### src/rtl/ctb_pkg.sv
// Shared types, widths and codes for the cascaded timer block.
// No dependencies; every other rtl file imports this package.
`default_nettype none

package ctb_pkg;

    localparam int NUM_TIMERS_DEF = 4;
    localparam int CYCLE_BITS     = 8;
    localparam int CNT_W          = 16;
    localparam int ACC_W          = 11;
    localparam int MASK_W         = 4;
    // accumulator plus elapsed cycles, one bit of headroom
    localparam int TOT_W          = ((CYCLE_BITS > ACC_W) ? CYCLE_BITS : ACC_W) + 1;

    localparam logic [2:0] OP_TICK      = 3'd0;
    localparam logic [2:0] OP_WR_RELOAD = 3'd1;
    localparam logic [2:0] OP_WR_CTRL   = 3'd2;
    localparam logic [2:0] OP_RD_COUNT  = 3'd3;
    localparam logic [2:0] OP_RD_CTRL   = 3'd4;

    localparam int CTRL_CASCADE_BIT = 2;
    localparam int CTRL_IRQ_BIT     = 6;
    localparam int CTRL_ENABLE_BIT  = 7;

    typedef struct packed {
        logic [2:0]            operation;
        logic [1:0]            timer_index;
        logic [CNT_W-1:0]      write_value;
        logic [CYCLE_BITS-1:0] cycles;
    } in_word_t;

    typedef struct packed {
        logic [CNT_W-1:0]  read_value;
        logic [MASK_W-1:0] overflow_mask;
        logic [MASK_W-1:0] irq_mask;
    } out_word_t;

    typedef struct packed {
        logic accept;
        logic exec;
        logic tload;
        logic step;
        logic store;
        logic out_load;
    } cmd_t;

    typedef struct packed {
        logic in_tick;
        logic step_done;
        logic last_timer;
    } stat_t;

    // prescale periods 1, 64, 256, 1024 as shift amounts
    function automatic logic [3:0] prescale_shift(input logic [1:0] sel);
        logic [3:0] sh;
        case (sel)
            2'd0:    sh = 4'd0;
            2'd1:    sh = 4'd6;
            2'd2:    sh = 4'd8;
            default: sh = 4'd10;
        endcase
        return sh;
    endfunction

endpackage

`default_nettype wire

### src/rtl/cascaded_timer_block.sv
// Top level of the cascaded timer block: sequencer plus datapath.
// Depends on ctb_pkg, ctb_ctrl and ctb_dp.
//
//   channel | signals                        | word type
//   --------+--------------------------------+-----------
//   cmd     | cmd_valid, cmd_stall, cmd_word | in_word_t
//   rsp     | rsp_valid, rsp_stall, rsp_word | out_word_t
//
// A register access passes through EXEC and FIN from acceptance to result.
// A tick walks each timer through TLOAD, TSTEP (repeated for n increments,
// n = (accum + cycles) >> prescale shift, or 0/1 when cascaded) and
// TSTORE, then FIN; the single shared increment loop in the datapath counts n down.
// Reset clears all timer registers at once; no clearing pass.
// cmd is taken only while the sequencer is idle; a stalled result is held
// in the rsp register while the next word is already accepted.
`default_nettype none

module cascaded_timer_block
    import ctb_pkg::*;
#(
    parameter int NUM_TIMERS = NUM_TIMERS_DEF
)
(
    input  wire logic     clk,
    input  wire logic     rst_n,
    input  wire logic     cmd_valid,
    output logic          cmd_stall,
    input  wire in_word_t cmd_word,
    output logic          rsp_valid,
    input  wire logic     rsp_stall,
    output out_word_t     rsp_word
);

    cmd_t  cmd;
    stat_t stat;

    ctb_ctrl u_ctrl (
        .clk       (clk),
        .rst_n     (rst_n),
        .in_valid  (cmd_valid),
        .in_stall  (cmd_stall),
        .out_valid (rsp_valid),
        .out_stall (rsp_stall),
        .stat      (stat),
        .cmd       (cmd)
    );

    ctb_dp #(
        .NUM_TIMERS (NUM_TIMERS)
    ) u_dp (
        .clk      (clk),
        .rst_n    (rst_n),
        .in_word  (cmd_word),
        .cmd      (cmd),
        .stat     (stat),
        .out_word (rsp_word)
    );

endmodule

`default_nettype wire

### src/rtl/ctb_ctrl.sv
// Sequencer for the cascaded timer block: handshakes and per-timer walk.
// Depends on ctb_pkg; drives commands into ctb_dp.
`default_nettype none

module ctb_ctrl
    import ctb_pkg::*;
(
    input  wire logic  clk,
    input  wire logic  rst_n,
    input  wire logic  in_valid,
    output logic       in_stall,
    output logic       out_valid,
    input  wire logic  out_stall,
    input  wire stat_t stat,
    output cmd_t       cmd
);

    localparam logic [2:0] S_IDLE   = 3'd0;
    localparam logic [2:0] S_EXEC   = 3'd1;
    localparam logic [2:0] S_TLOAD  = 3'd2;
    localparam logic [2:0] S_TSTEP  = 3'd3;
    localparam logic [2:0] S_TSTORE = 3'd4;
    localparam logic [2:0] S_FIN    = 3'd5;

    logic [2:0] state_reg, state_next;
    logic       out_valid_reg, out_valid_next;
    logic       out_free;

    assign out_free  = !out_valid_reg || !out_stall;
    assign in_stall  = (state_reg != S_IDLE);
    assign out_valid = out_valid_reg;

    always_comb
    begin
        state_next = state_reg;
        cmd        = '0;
        case (state_reg)
            S_IDLE:
            begin
                if (in_valid)
                begin
                    cmd.accept = 1'b1;
                    state_next = stat.in_tick ? S_TLOAD : S_EXEC;
                end
            end
            S_EXEC:
            begin
                cmd.exec   = 1'b1;
                state_next = S_FIN;
            end
            S_TLOAD:
            begin
                cmd.tload  = 1'b1;
                state_next = S_TSTEP;
            end
            S_TSTEP:
            begin
                if (stat.step_done)
                    state_next = S_TSTORE;
                else
                    cmd.step = 1'b1;
            end
            S_TSTORE:
            begin
                cmd.store  = 1'b1;
                state_next = stat.last_timer ? S_FIN : S_TLOAD;
            end
            S_FIN:
            begin
                if (out_free)
                begin
                    cmd.out_load = 1'b1;
                    state_next   = S_IDLE;
                end
            end
            default:
            begin
                state_next = S_IDLE;
            end
        endcase
    end

    always_comb
    begin
        out_valid_next = out_valid_reg;
        if (cmd.out_load)
            out_valid_next = 1'b1;
        else if (out_valid_reg && !out_stall)
            out_valid_next = 1'b0;
    end

    always_ff @(posedge clk or negedge rst_n)
    begin
        if (!rst_n)
        begin
            state_reg     <= S_IDLE;
            out_valid_reg <= 1'b0;
        end
        else
        begin
            state_reg     <= state_next;
            out_valid_reg <= out_valid_next;
        end
    end

endmodule

`default_nettype wire

### src/rtl/ctb_dp.sv
// Datapath of the cascaded timer block: timer registers, step counter,
// result register. Depends on ctb_pkg; commanded by ctb_ctrl.
`default_nettype none

module ctb_dp
    import ctb_pkg::*;
#(
    parameter int NUM_TIMERS = NUM_TIMERS_DEF
)
(
    input  wire logic     clk,
    input  wire logic     rst_n,
    input  wire in_word_t in_word,
    input  wire cmd_t     cmd,
    output stat_t         stat,
    output out_word_t     out_word
);

    localparam int IDX_W = (NUM_TIMERS > 1) ? $clog2(NUM_TIMERS) : 1;
    localparam logic [IDX_W-1:0] LAST_IDX = IDX_W'(NUM_TIMERS - 1);

    logic [CNT_W-1:0] count_reg   [NUM_TIMERS];
    logic [CNT_W-1:0] reload_reg  [NUM_TIMERS];
    logic [CNT_W-1:0] control_reg [NUM_TIMERS];
    logic [ACC_W-1:0] accum_reg   [NUM_TIMERS];
    logic [NUM_TIMERS-1:0] ovf_reg;
    logic [NUM_TIMERS-1:0] irq_reg;
    logic             prev_wrap_reg;
    logic [IDX_W-1:0] sel_reg, sel_next;

    in_word_t         item_reg;
    logic [CNT_W-1:0] cnt_reg;
    logic [TOT_W-1:0] left_reg;
    logic             wrap_reg;
    out_word_t        out_reg, out_next;

    logic [IDX_W+1:0] idx_ext;
    logic             idx_ok;
    logic [CNT_W-1:0] ctl;
    logic [3:0]       sh;
    logic [TOT_W-1:0] total;
    logic [TOT_W-1:0] periods;
    logic [TOT_W-1:0] rem_full;
    logic             casc_step;
    logic [NUM_TIMERS+MASK_W-1:0] ovf_pad;
    logic [NUM_TIMERS+MASK_W-1:0] irq_pad;

    assign idx_ext  = {{IDX_W{1'b0}}, in_word.timer_index};
    assign sel_next = (in_word.operation == OP_TICK) ? '0 : idx_ext[IDX_W-1:0];
    assign idx_ok   = 32'(item_reg.timer_index) < NUM_TIMERS;

    assign ctl       = control_reg[sel_reg];
    assign sh        = prescale_shift(ctl[1:0]);
    assign total     = TOT_W'(accum_reg[sel_reg]) + TOT_W'(item_reg.cycles);
    assign periods   = total >> sh;
    assign rem_full  = total & ((TOT_W'(1) << sh) - TOT_W'(1));
    // timer 0 has no lower neighbor, so cascade never fires there
    assign casc_step = (sel_reg != '0) && prev_wrap_reg;

    assign stat.in_tick    = (in_word.operation == OP_TICK);
    assign stat.step_done  = (left_reg == '0);
    assign stat.last_timer = (sel_reg == LAST_IDX);

    assign ovf_pad = {{MASK_W{1'b0}}, ovf_reg};
    assign irq_pad = {{MASK_W{1'b0}}, irq_reg};

    always_comb
    begin
        out_next = '0;
        case (item_reg.operation)
            OP_TICK:
            begin
                out_next.overflow_mask = ovf_pad[MASK_W-1:0];
                out_next.irq_mask      = irq_pad[MASK_W-1:0];
            end
            OP_RD_COUNT:
            begin
                if (idx_ok)
                    out_next.read_value = count_reg[sel_reg];
            end
            OP_RD_CTRL:
            begin
                if (idx_ok)
                    out_next.read_value = ctl;
            end
            default:
            begin
                out_next = '0;
            end
        endcase
    end

    // timer state
    always_ff @(posedge clk or negedge rst_n)
    begin
        if (!rst_n)
        begin
            for (int i = 0; i < NUM_TIMERS; i++)
            begin
                count_reg[i]   <= '0;
                reload_reg[i]  <= '0;
                control_reg[i] <= '0;
                accum_reg[i]   <= '0;
            end
            ovf_reg       <= '0;
            irq_reg       <= '0;
            prev_wrap_reg <= 1'b0;
            sel_reg       <= '0;
        end
        else
        begin
            if (cmd.accept)
            begin
                sel_reg <= sel_next;
                if (in_word.operation == OP_TICK)
                begin
                    ovf_reg       <= '0;
                    irq_reg       <= '0;
                    prev_wrap_reg <= 1'b0;
                end
            end
            if (cmd.exec && idx_ok)
            begin
                case (item_reg.operation)
                    OP_WR_RELOAD:
                    begin
                        reload_reg[sel_reg] <= item_reg.write_value;
                    end
                    OP_WR_CTRL:
                    begin
                        control_reg[sel_reg] <= item_reg.write_value;
                        // off-to-on edge restarts the timer from reload
                        if (!ctl[CTRL_ENABLE_BIT] && item_reg.write_value[CTRL_ENABLE_BIT])
                        begin
                            count_reg[sel_reg] <= reload_reg[sel_reg];
                            accum_reg[sel_reg] <= '0;
                        end
                    end
                    default:
                    begin
                    end
                endcase
            end
            if (cmd.tload && ctl[CTRL_ENABLE_BIT] && !ctl[CTRL_CASCADE_BIT])
                accum_reg[sel_reg] <= rem_full[ACC_W-1:0];
            if (cmd.store)
            begin
                count_reg[sel_reg] <= cnt_reg;
                ovf_reg[sel_reg]   <= wrap_reg;
                irq_reg[sel_reg]   <= wrap_reg && ctl[CTRL_IRQ_BIT];
                prev_wrap_reg      <= wrap_reg;
                if (sel_reg != LAST_IDX)
                    sel_reg <= sel_reg + IDX_W'(1);
            end
        end
    end

    // working registers, no reset needed
    always_ff @(posedge clk)
    begin
        if (cmd.accept)
            item_reg <= in_word;
        if (cmd.tload)
        begin
            cnt_reg  <= count_reg[sel_reg];
            wrap_reg <= 1'b0;
            if (!ctl[CTRL_ENABLE_BIT])
                left_reg <= '0;
            else if (ctl[CTRL_CASCADE_BIT])
                left_reg <= TOT_W'(casc_step);
            else
                left_reg <= periods;
        end
        if (cmd.step)
        begin
            left_reg <= left_reg - TOT_W'(1);
            if (cnt_reg == {CNT_W{1'b1}})
            begin
                cnt_reg  <= reload_reg[sel_reg];
                wrap_reg <= 1'b1;
            end
            else
            begin
                cnt_reg <= cnt_reg + CNT_W'(1);
            end
        end
        if (cmd.out_load)
            out_reg <= out_next;
    end

    assign out_word = out_reg;

`ifndef SYNTHESIS
    a_step_dec: assert property (@(posedge clk) disable iff (!rst_n)
        cmd.step |=> left_reg == $past(left_reg) - TOT_W'(1))
        else $error("step counter did not decrement");

    a_sel_range: assert property (@(posedge clk) disable iff (!rst_n)
        cmd.tload |-> 32'(sel_reg) < NUM_TIMERS)
        else $error("timer select out of range during tick");

    a_nontick_masks: assert property (@(posedge clk) disable iff (!rst_n)
        (cmd.out_load && item_reg.operation != OP_TICK) |=>
            (out_reg.overflow_mask == '0 && out_reg.irq_mask == '0))
        else $error("masks set on a register access");

    a_irq_subset: assert property (@(posedge clk) disable iff (!rst_n)
        cmd.out_load |=> (out_reg.irq_mask & ~out_reg.overflow_mask) == '0)
        else $error("interrupt without overflow");
`endif

endmodule

`default_nettype wire
### config.mk
export PLATFORM = sky130hd
export DESIGN_NAME = cascaded_timer_block
export DESIGN_NICKNAME = d
export VERILOG_FILES = /design/src/rtl/ctb_pkg.sv /design/src/rtl/cascaded_timer_block.sv /design/src/rtl/ctb_ctrl.sv /design/src/rtl/ctb_dp.sv
export SDC_FILE = /design/constraint.sdc
export NUM_CORES = 1
export LEC_CHECK = 0
export BUFFER_PORTS_ARGS = -buffer_cell sky130_fd_sc_hd__buf_2
export CORE_ASPECT_RATIO = 1.5
export CORE_MARGIN = 2
export CORE_UTILIZATION = 65
export CTS_BUF_LIST = sky130_fd_sc_hd__clkbuf_8
export DETAILED_ROUTE_END_ITERATION = 16
export MAX_ROUTING_LAYER = met4
export PLACE_DENSITY = 0.83
export SLEW_MARGIN = 20
export SYNTH_ARGS = -nofsm -noshare
export SYNTH_HDL_FRONTEND = slang
export SYNTH_SLANG_ARGS = --single-unit
### constraint.sdc
create_clock -name clk -period 7.1 [get_ports clk]
set_input_delay 0 -clock clk [delete_from_list [all_inputs] [get_ports clk]]
set_output_delay 0 -clock clk [all_outputs]
set_load 0.005 [all_outputs]
; ---- Yosys cells after proc, flatten, opt, wreduce, memory -nomap -nowiden
; Cells that the tools add are included.
[totals]
input_bits = 33
regBits = 331
wordCells = 166
out_inout_bits = 26
[classes]
eq_ne = 17
mux = 75
bitwise = 4
n_reduce_logical = 28
shift = 2
magnitude_cmp = 4
add_sub_neg = 5
[op_table]
columns = operator, count
row1 = bitwise mux 64 bit, 4
row2 = 2-to-1 mux 64 bit, 4
row3 = 2-to-1 mux 44 bit, 4
row4 = 2-to-1 mux 16 bit, 10
row5 = binary-select mux 16 bit (select 2 bit), 3
row6 = 2-to-1 mux 12 bit, 4
row7 = bitwise AND 44 bit, 1
row8 = bitwise mux 44 bit, 1
row9 = NOT 44 bit, 1
row10 = 2-to-1 mux 11 bit, 3
row11 = demux 16 bit (select 2 bit), 1
row12 = case mux 16 bit (2 select lines), 1
row13 = 2-to-1 mux 4 bit, 6
row14 = binary-select mux 11 bit (select 2 bit), 1
row15 = demux 11 bit (select 2 bit), 1
row16 = 2-to-1 mux 1 bit, 18
row17 = case mux 3 bit (6 select lines), 1
row18 = "adder 16 x 1 -> 16 bit, second input constant", 1
row19 = "equality test 16 bit, second input constant", 1
row20 = adder 11 x 8 -> 12 bit, 1
row21 = "equality test 3 x 2 -> 1 bit, second input constant", 4
row22 = logical NOT 12 bit, 1
row23 = 2-to-1 mux 3 bit, 4
row24 = case mux 4 bit (3 select lines), 1
row25 = other kinds (29), 58

; ---- Logic depth before layout (Yosys ltp)
; Gate-level depths: netlist of the first run.
[depth]
depth_word = 12
depth_mapped = 14
ltp_nobuf = 9

; ---- Cells and area by module
; A second synthesis of the first run with hierarchy kept.
[unflattened]
hier_cells = 1286
area_unflattened_um2 = 15726.3
[by_module_without_submodules]
columns = module, seq_area_each_um2, instances, area_each_um2, cells_each
row1 = ctb_dp, 8573.2, 1, 15424.8, 1253
row2 = ctb_ctrl, 100.1, 1, 301.5, 33

; ---- Worst setup path after synthesis of the first run
; OpenSTA, ideal clock, no wires.
[synth_path]
path_type = reg2reg
start = register u_dp.sel_reg[0]
end = register u_dp.left_reg[2] (data pin)
arrival_time_ps = 3970
setup_ps = 269
path_stages_with_launch = 15
setup_slack_ps = 2861
n_path_buf = 5
period_less_slack_ps = 4239
required_time_ps = 6831
cell_sequence = dfrtp_1 > buf_4 > buf_2 > buf_2 > buf_2 > mux4_2 > ha_1 > fa_1 > a211oi_1 > o21ai_0 > and2_1 > clkbuf_1 > a22o_1 > a221oi_1 > o22ai_1
[synth_between]
elab_chain_len = 11
elab_cells_between_ends = 17
cone_classes = add/sub: 1 / eq/ne: 2 / shift: 1 / mux: 11 / bitwise: 1 / reduce/logical: 1
[synth_lines]
columns = element, line_no
row1 = start: declaration, ctb_dp.sv:29  ; logic [IDX_W-1:0] sel_reg, sel_next;
row2 = start signal: assignment, ctb_dp.sv:114  ; sel_reg <= sel_next;
row3 = start signal: assignment, ctb_dp.sv:153  ; sel_reg <= sel_reg + IDX_W'(1);
row4 = NOT 2 -> 3 bit (not written as such) *, "ctb_dp.sv:52, ctb_dp.sv:54"
row5 = "parallel branches: the longest is 7 deep, another holds adder 11 x 8 -> 12 bit", n/a
row6 = 2-to-1 mux 12 bit *, ctb_dp.sv:167  ; if (!ctl[CTRL_ENABLE_BIT])
row7 = 2-to-1 mux 12 bit *, ctb_dp.sv:163  ; if (cmd.tload)
row8 = 2-to-1 mux 12 bit *, ctb_dp.sv:174  ; if (cmd.step)
row9 = end signal: assignment, ctb_dp.sv:170  ; left_reg <= TOT_W'(casc_step);
row10 = end signal: assignment, ctb_dp.sv:172  ; left_reg <= periods;
row11 = end signal: assignment, ctb_dp.sv:176  ; left_reg <= left_reg - TOT_W'(1);
row12 = end: declaration, ctb_dp.sv:33  ; logic [TOT_W-1:0] left_reg;
; Every way passes the cells marked *. The select of a mux whose other input is x is not followed.
; A chain may end at the register's enable or synchronous reset.

; ---- Worst setup path in the final report of the first run
; Same ends and word-level chain as after synthesis.

==> qor.yml, run 1 <==
status: "finished clean"
place_congestion: 0.944
dieArea_mm2: 0.0254
start_util_pct: 66.1
grt_pass1_wl_mm: 62.7
finalSetupTns_ns: 0
crit_path_start_kind: "flip-flop"
startpoint: "u_dp.sel_reg[0]$_DFF_PN0_"
crit_required_ns: 7.41
final.min_clock_period_ns: 3.97
synth_fp_nets: 1361
hold_violations: 0
yosys-top-cells-area: "dfrtp_1 40%, edfxtp_1 15%, mux2_2 9.3%"
layout-drive-gt1-share_pct: 24.8
synth_top_cell_area_share_pct: 40.0
yosysTopAreaCell: "dfrtp_1"
fill_cells: 1540
synth_edf_count: 79
post_cts_resized: 0
multiInputGateArea_mm2: 0.00659
netlist_instances: 1312
worstMarginPinSlew_ns: 1.18
async_flop_share_pct: 75.8
antenna_found_initial: 0
synth_warnings: 0
max_freq_mhz: 252
hold_class: "in -> async"
clock_skew_ns: 0.0334
cpPeakStageDelay_ns: 0.89
drcViolationCount: 0
path_clk_slew_ns: 0.06
clkLatencyLatePin_ns: 0.61
yosysMostFrequentCell: "dfrtp_1"
drt_first_pass_iters: 7
synth.distinct_cells: 67
vdd_ir_drop_max_mv: 0.221
worstPathMaxFanout: 32
p_total_mw: 7.34
slew_headroom_pct: 21.0
hpwl_mm: 24.7
grt-ovfl-total: 0
seq_area_mm2: 0.00868
core_mm2: 0.0237
areaGrowthSynthToFinish_pct: 11.7
avgRoutedWirePerCell_um: 22.7
grt_pass1_vias: 12100
rsz0062_at_grt: "false"
maxCapViolations: 0
num_rows: 69
fin_cells: 1745
fin_util_pct: 73.9
powerDensity_mw_per_mm2: 419
slew_viol_final: 0
holdWs_ns: 0.00531
synth_common_cells: "251 x dfrtp_1, 208 x nand2_1, 130 x mux2_2"
ys_ff_latch: 331
io_pins: 59
finalCritPeriodShare_pct: 56.0
rr_startpoint: "u_dp.sel_reg[0]$_DFF_PN0_"
vias_per_cell: 6.54
syn_avg_cell_area_um2: 12.0
vias: 11400
slowest_stage: "dfrtp_4"
worstSetupPathType: "reg -> reg"
place_inst: 1622
cts.path.max_buffers: 3
cts_root_buf: "clkbuf_8"
cts.sinks: 331
numPortBuffers: 58
cts_buffers: 48
nets: 1436
grt_max_degree: 91
htreeDepth: 2
yosysSeqAreaShare_pct: 55.3
antennaDiodeCount: 0
netlist_area_mm2: 0.0157
critPathCaptureType: "flip-flop"
track_usage_pct: 33.5
cp_num_buf_inv: 0
cp_top_family: "compound AO/OA/AOI/OAI gates"
critPathArrivalTime_ns: 4.28
fin_area_mm2: 0.0175
fp.dieH_um: 194
dpl_cell_area_mm2: 0.0162
preCtsSetupSlack_ns: 3.15
wl_mm: 39.5
drt_iter0_drc: 1284
leakage_nw: 7.73
cts_tree: "yes"
setup_viol: 0
fin_ws_ns: 3.13
synth-main-ff-cell: "dfrtp_1"
dieWidth_um: 131
postRouteAntennaNets: 0
cp_cell_sequence: "mux4_2 > ha_1 > fa_1 > a211oi_1 > o21ai_0 > and2_1 > a22o_1 > a221oi_1 > o22ai_1"
-- final timing paths --
path	end	slack [ns]	cells past startpoint
setup / recovery	u_dp.left_reg[2]$_DFFE_PP_	3.13	9
min in group clk	u_dp.item_reg[17]$_DFFE_PP_	0.10	2
setup reg to reg	u_dp.left_reg[2]$_DFFE_PP_	3.13	9
hold / removal	u_dp.control_reg[47]$_DFFE_PN0P_	0.005	2
hold reg to reg	u_dp.control_reg[31]$_DFFE_PN0P_	0.50	1
max in group asynchronous	u_dp.sel_reg[1]$_DFF_PN0_	5.35	4
-- cells in the final DEF (no fill, tap or decap), types with 9 or more instances in the layout --
cell type and instances:
nand3_1 50, o22ai_1 19, a21oi_1 12, inv_1 38, mux4_2 59, ha_1 15, buf_2 57, a31oi_1 68
o21ai_0 69, nand2_1 208, clkbuf_8 59, buf_4 18, a22o_1 18, nor2_1 84, and2_1 10, and3_1 9
mux2_2 130, xnor2_1 18, nor3_1 12, dfrtp_1 249, dlygate4sd3_1 34, xor2_1 10, edfxtp_1 79
-- cell type report --
type / instances / area share (%)
Sequential cell: 331 / 49.5
Multi-Input combinational cell: 881 / 37.6
Clock buffer: 59 / 4.63
Timing Repair Buffer: 110 / 4.42
Tap cell: 319 / 2.28
Clock inverter: 30 / 1.30
Inverter: 15 / 0.321
-- per-layer routing --
metal	wire length (µm)	up-vias	track usage, %
li1	-	4926	-
met1	13900	5630	38.5
met2	19800	648	53.6
met3	3240	212	6.80
met4	2610	0	20.3
met5	0	-	-
-- power by group --
| part | internal [mW] | leakage (nW) | switching (mW) | total, mW |
|---|---|---|---|---|
| sequential | 2.73 | 3.99 | 0.567 | 3.30 |
| clock | 0.897 | 0.612 | 0.734 | 1.63 |
| combinational | 1.16 | 3.13 | 1.25 | 2.41 |
-- cells by family (layout without fill, tap and decap cells) --
group                    after synthesis  in the layout  synth area share, %
AND/OR/NAND/NOR                      423            423                 11.9
flip-flops                           331            331                 55.3
AO/OA/AOI/OAI                        219            219                 8.80
multiplexers                         195            195                 18.2
buffers and inverters                100            214                 2.96
XOR/XNOR                              28             28                 1.56
adder cells (fa/ha/maj)               16             16                 1.32
-- what timing repair did --
| action | CTS | global route |
|---|---|---|
| endpoints found under the hold margin | 125 | 0 |
| hold buffers | 34 | 0 |
| buffers inserted | 0 | 0 |
No activity file was read; power rests on OpenSTA's default activity.
==> inputs of run 2 (changes only) <==
CORE_UTILIZATION = 58   (was 65)
PLACE_DENSITY = 0.78   (was 0.83)
clock period = 3.2 ns   (was 7.1 ns; I/O delays follow)
==> qor.yml, run 2 (same netlist as run 1, synthesis figures left out) <==
areaGrowthSynthToFinish_pct: 14.2
final.min_clock_period_ns: 3.09  # -0.883 ns
cts_root_buf: "clkbuf_8"
num_rows: 73  # +5.8%
numPortBuffers: 58  # unchanged
wl_mm: 39.5  # -0.20%
worstPathMaxFanout: 8  # -75%
status: "finished clean"
drt_iter0_drc: 1012  # -21%
grt_pass1_wl_mm: 62.0  # -1.1%
cts_buffers: 49  # +2.1%
antenna_found_initial: 0  # unchanged
drcViolationCount: 0  # unchanged
postRouteAntennaNets: 0  # unchanged
rsz0062_at_grt: "false"
cp_cell_sequence: "mux4_2 > ha_4 > fa_2 > a211oi_2 > o21bai_1 > a21oi_1 > xor2_1 > o221ai_1 > o2bb2ai_1"
dpl_cell_area_mm2: 0.0166  # +2.6%
preCtsSetupSlack_ns: 0.137  # -3.02 ns
reg2regPathDepth: 9  # unchanged
hold_class: "in -> async"
core_mm2: 0.0266  # +12%
hold_violations: 0  # unchanged
leakage_nw: 7.93  # +2.6%
grt_max_degree: 99  # +8.8%
track_usage_pct: 28.9  # -4.6 points
r2r-end: "u_dp.left_reg[0]$_DFFE_PP_"
vias: 11300  # -1.3%
place_congestion: 0.940  # -0.40%
htreeDepth: 2  # unchanged
powerDensity_mw_per_mm2: 902  # +120%
finalSetupTns_ns: 0  # unchanged
drt_first_pass_iters: 6  # -1
fin_area_mm2: 0.0179  # +2.2%
hpwl_mm: 26.0  # +5.0%
slew_headroom_pct: 47.8  # +27 points
path_clk_slew_ns: 0.06  # about the same
fin_ws_ns: 0.109  # -3.02 ns
vdd_ir_drop_max_mv: 0.504  # +130%
ff2ff_setup_slack_ns: 0.11  # -3.02 ns
slowest_stage: "mux4_2"
cpPeakStageDelay_ns: 0.54  # -0.35 ns
fin_util_pct: 67.4  # -6.4 points
worstSetupPathType: "reg -> reg"
grt-ovfl-total: 0  # unchanged
slew_viol_final: 0  # unchanged
clock_skew_ns: 0.0323  # -0.00119 ns
fp.dieH_um: 205  # +5.7%
antennaDiodeCount: 0  # unchanged
critPathCaptureType: "flip-flop"
cts.sinks: 331  # unchanged
cts.path.max_buffers: 3  # unchanged
layout-drive-gt1-share_pct: 27.4  # +2.6 points
grt_pass1_vias: 11500  # -4.7%
io_pins: 59  # unchanged
worstMarginPinSlew_ns: 0.779  # -0.404 ns
critPathArrivalTime_ns: 3.43  # -0.85 ns
max_freq_mhz: 324  # +29%
nets: 1479  # +3.0%
rr_startpoint: "u_dp.sel_reg[0]$_DFF_PN0_"
cts_tree: "yes"
crit_required_ns: 3.54  # -3.87 ns
holdWs_ns: 0.0425  # +0.0372 ns
crit_path_start_kind: "flip-flop"
avgRoutedWirePerCell_um: 21.8  # -3.6%
vias_per_cell: 6.24  # -4.6%
maxCapViolations: 0  # unchanged
finalCritPeriodShare_pct: 96.6  # +41 points
dieArea_mm2: 0.0284  # +12%
start_util_pct: 59.1  # -7.1 points
setup_viol: 0  # unchanged
dieWidth_um: 138  # +5.7%
final_common_cell: "dfrtp_1"
clkLatencyLatePin_ns: 0.61  # about the same
layout_common_cells: "249 x dfrtp_1, 208 x nand2_1, 130 x mux2_2, 85 x nor2_1, 79 x edfxtp_1"
run 2: changes by cell type in the layout (fill, tap and decap cells not counted), sizes merged:
cell	previous run	this run
buf	76	119
clkbuf	59	58
clkinv	1	7
clkinvlp	1	0
inv	39	40
bufinv	4	1
dlygate4sd3	34	33
run 2: metal layers:
metal	up-vias	routed length (µm)	global-route usage, %
li1	5019	-	-
met1	5619	14500	33.6
met2	482	20300	49.0
met3	153	2520	4.07
met4	0	2150	15.9
met5	-	0	-
run 2: cell type report:
| type | instances | area, µm² |
|---|---|---|
| clock buffers | 58 | 798 |
| clock inverters | 33 | 174 |
| fillers | 1954 | 8660 |
| inverters | 15 | 56.3 |
| multi-input cells | 881 | 6620 |
| flip-flops and latches | 331 | 8680 |
| well taps | 337 | 422 |
| repair buffers | 152 | 1180 |
run 2: what timing repair did:
| item | 4_1_cts | 5_1_grt |
|---|---|---|
| buffers inserted | 0 | 5 |
| gates resized for setup | 0 | 0 |
| endpoints found under the hold margin | 133 | 0 |
| setup endpoints to repair | 0 | 2 |
| hold buffers | 33 | 0 |
run 2: report_power, final:
part	switching, mW	internal, mW
registers	1.03	6.08
logic	2.96	2.72
clock network	1.65	1.74
total	5.63	10.5
run 2: worst max-delay path by stage:
stage                                             to  cells past startpoint                 startpoint  slack [ns]
after floorplan           u_dp.left_reg[2]$_DFFE_PP_                     14  u_dp.sel_reg[0]$_DFF_PN0_       -0.20
after global placement    u_dp.left_reg[0]$_DFFE_PP_                      9  u_dp.sel_reg[0]$_DFF_PN0_        0.14
after detailed placement  u_dp.left_reg[0]$_DFFE_PP_                      9  u_dp.sel_reg[0]$_DFF_PN0_        0.14
after CTS                 u_dp.left_reg[0]$_DFFE_PP_                      9  u_dp.sel_reg[0]$_DFF_PN0_         0.1
after global routing      u_dp.left_reg[2]$_DFFE_PP_                      9  u_dp.sel_reg[0]$_DFF_PN0_        0.05
final                     u_dp.left_reg[0]$_DFFE_PP_                      9  u_dp.sel_reg[0]$_DFF_PN0_        0.11
run 2: worst max-delay path, delay by kind of cell (launching register included):
family	cells	cell delay (ns)
AO/OA/AOI/OAI	5	0.84
XOR/XNOR	1	0.40
adder cells (fa/ha/maj)	2	0.56
flip-flops	1	0.48
multiplexers	1	0.54
run 2: stage by stage:
stage / power [mW] / instances
floorplan: 11.0 / 1312
detailed placement: 12.7 / 1678
CTS: 16.1 / 1802
global placement: 12.4 / 1678
global route: 17.1 / 1807
finish: 16.2 / 1807
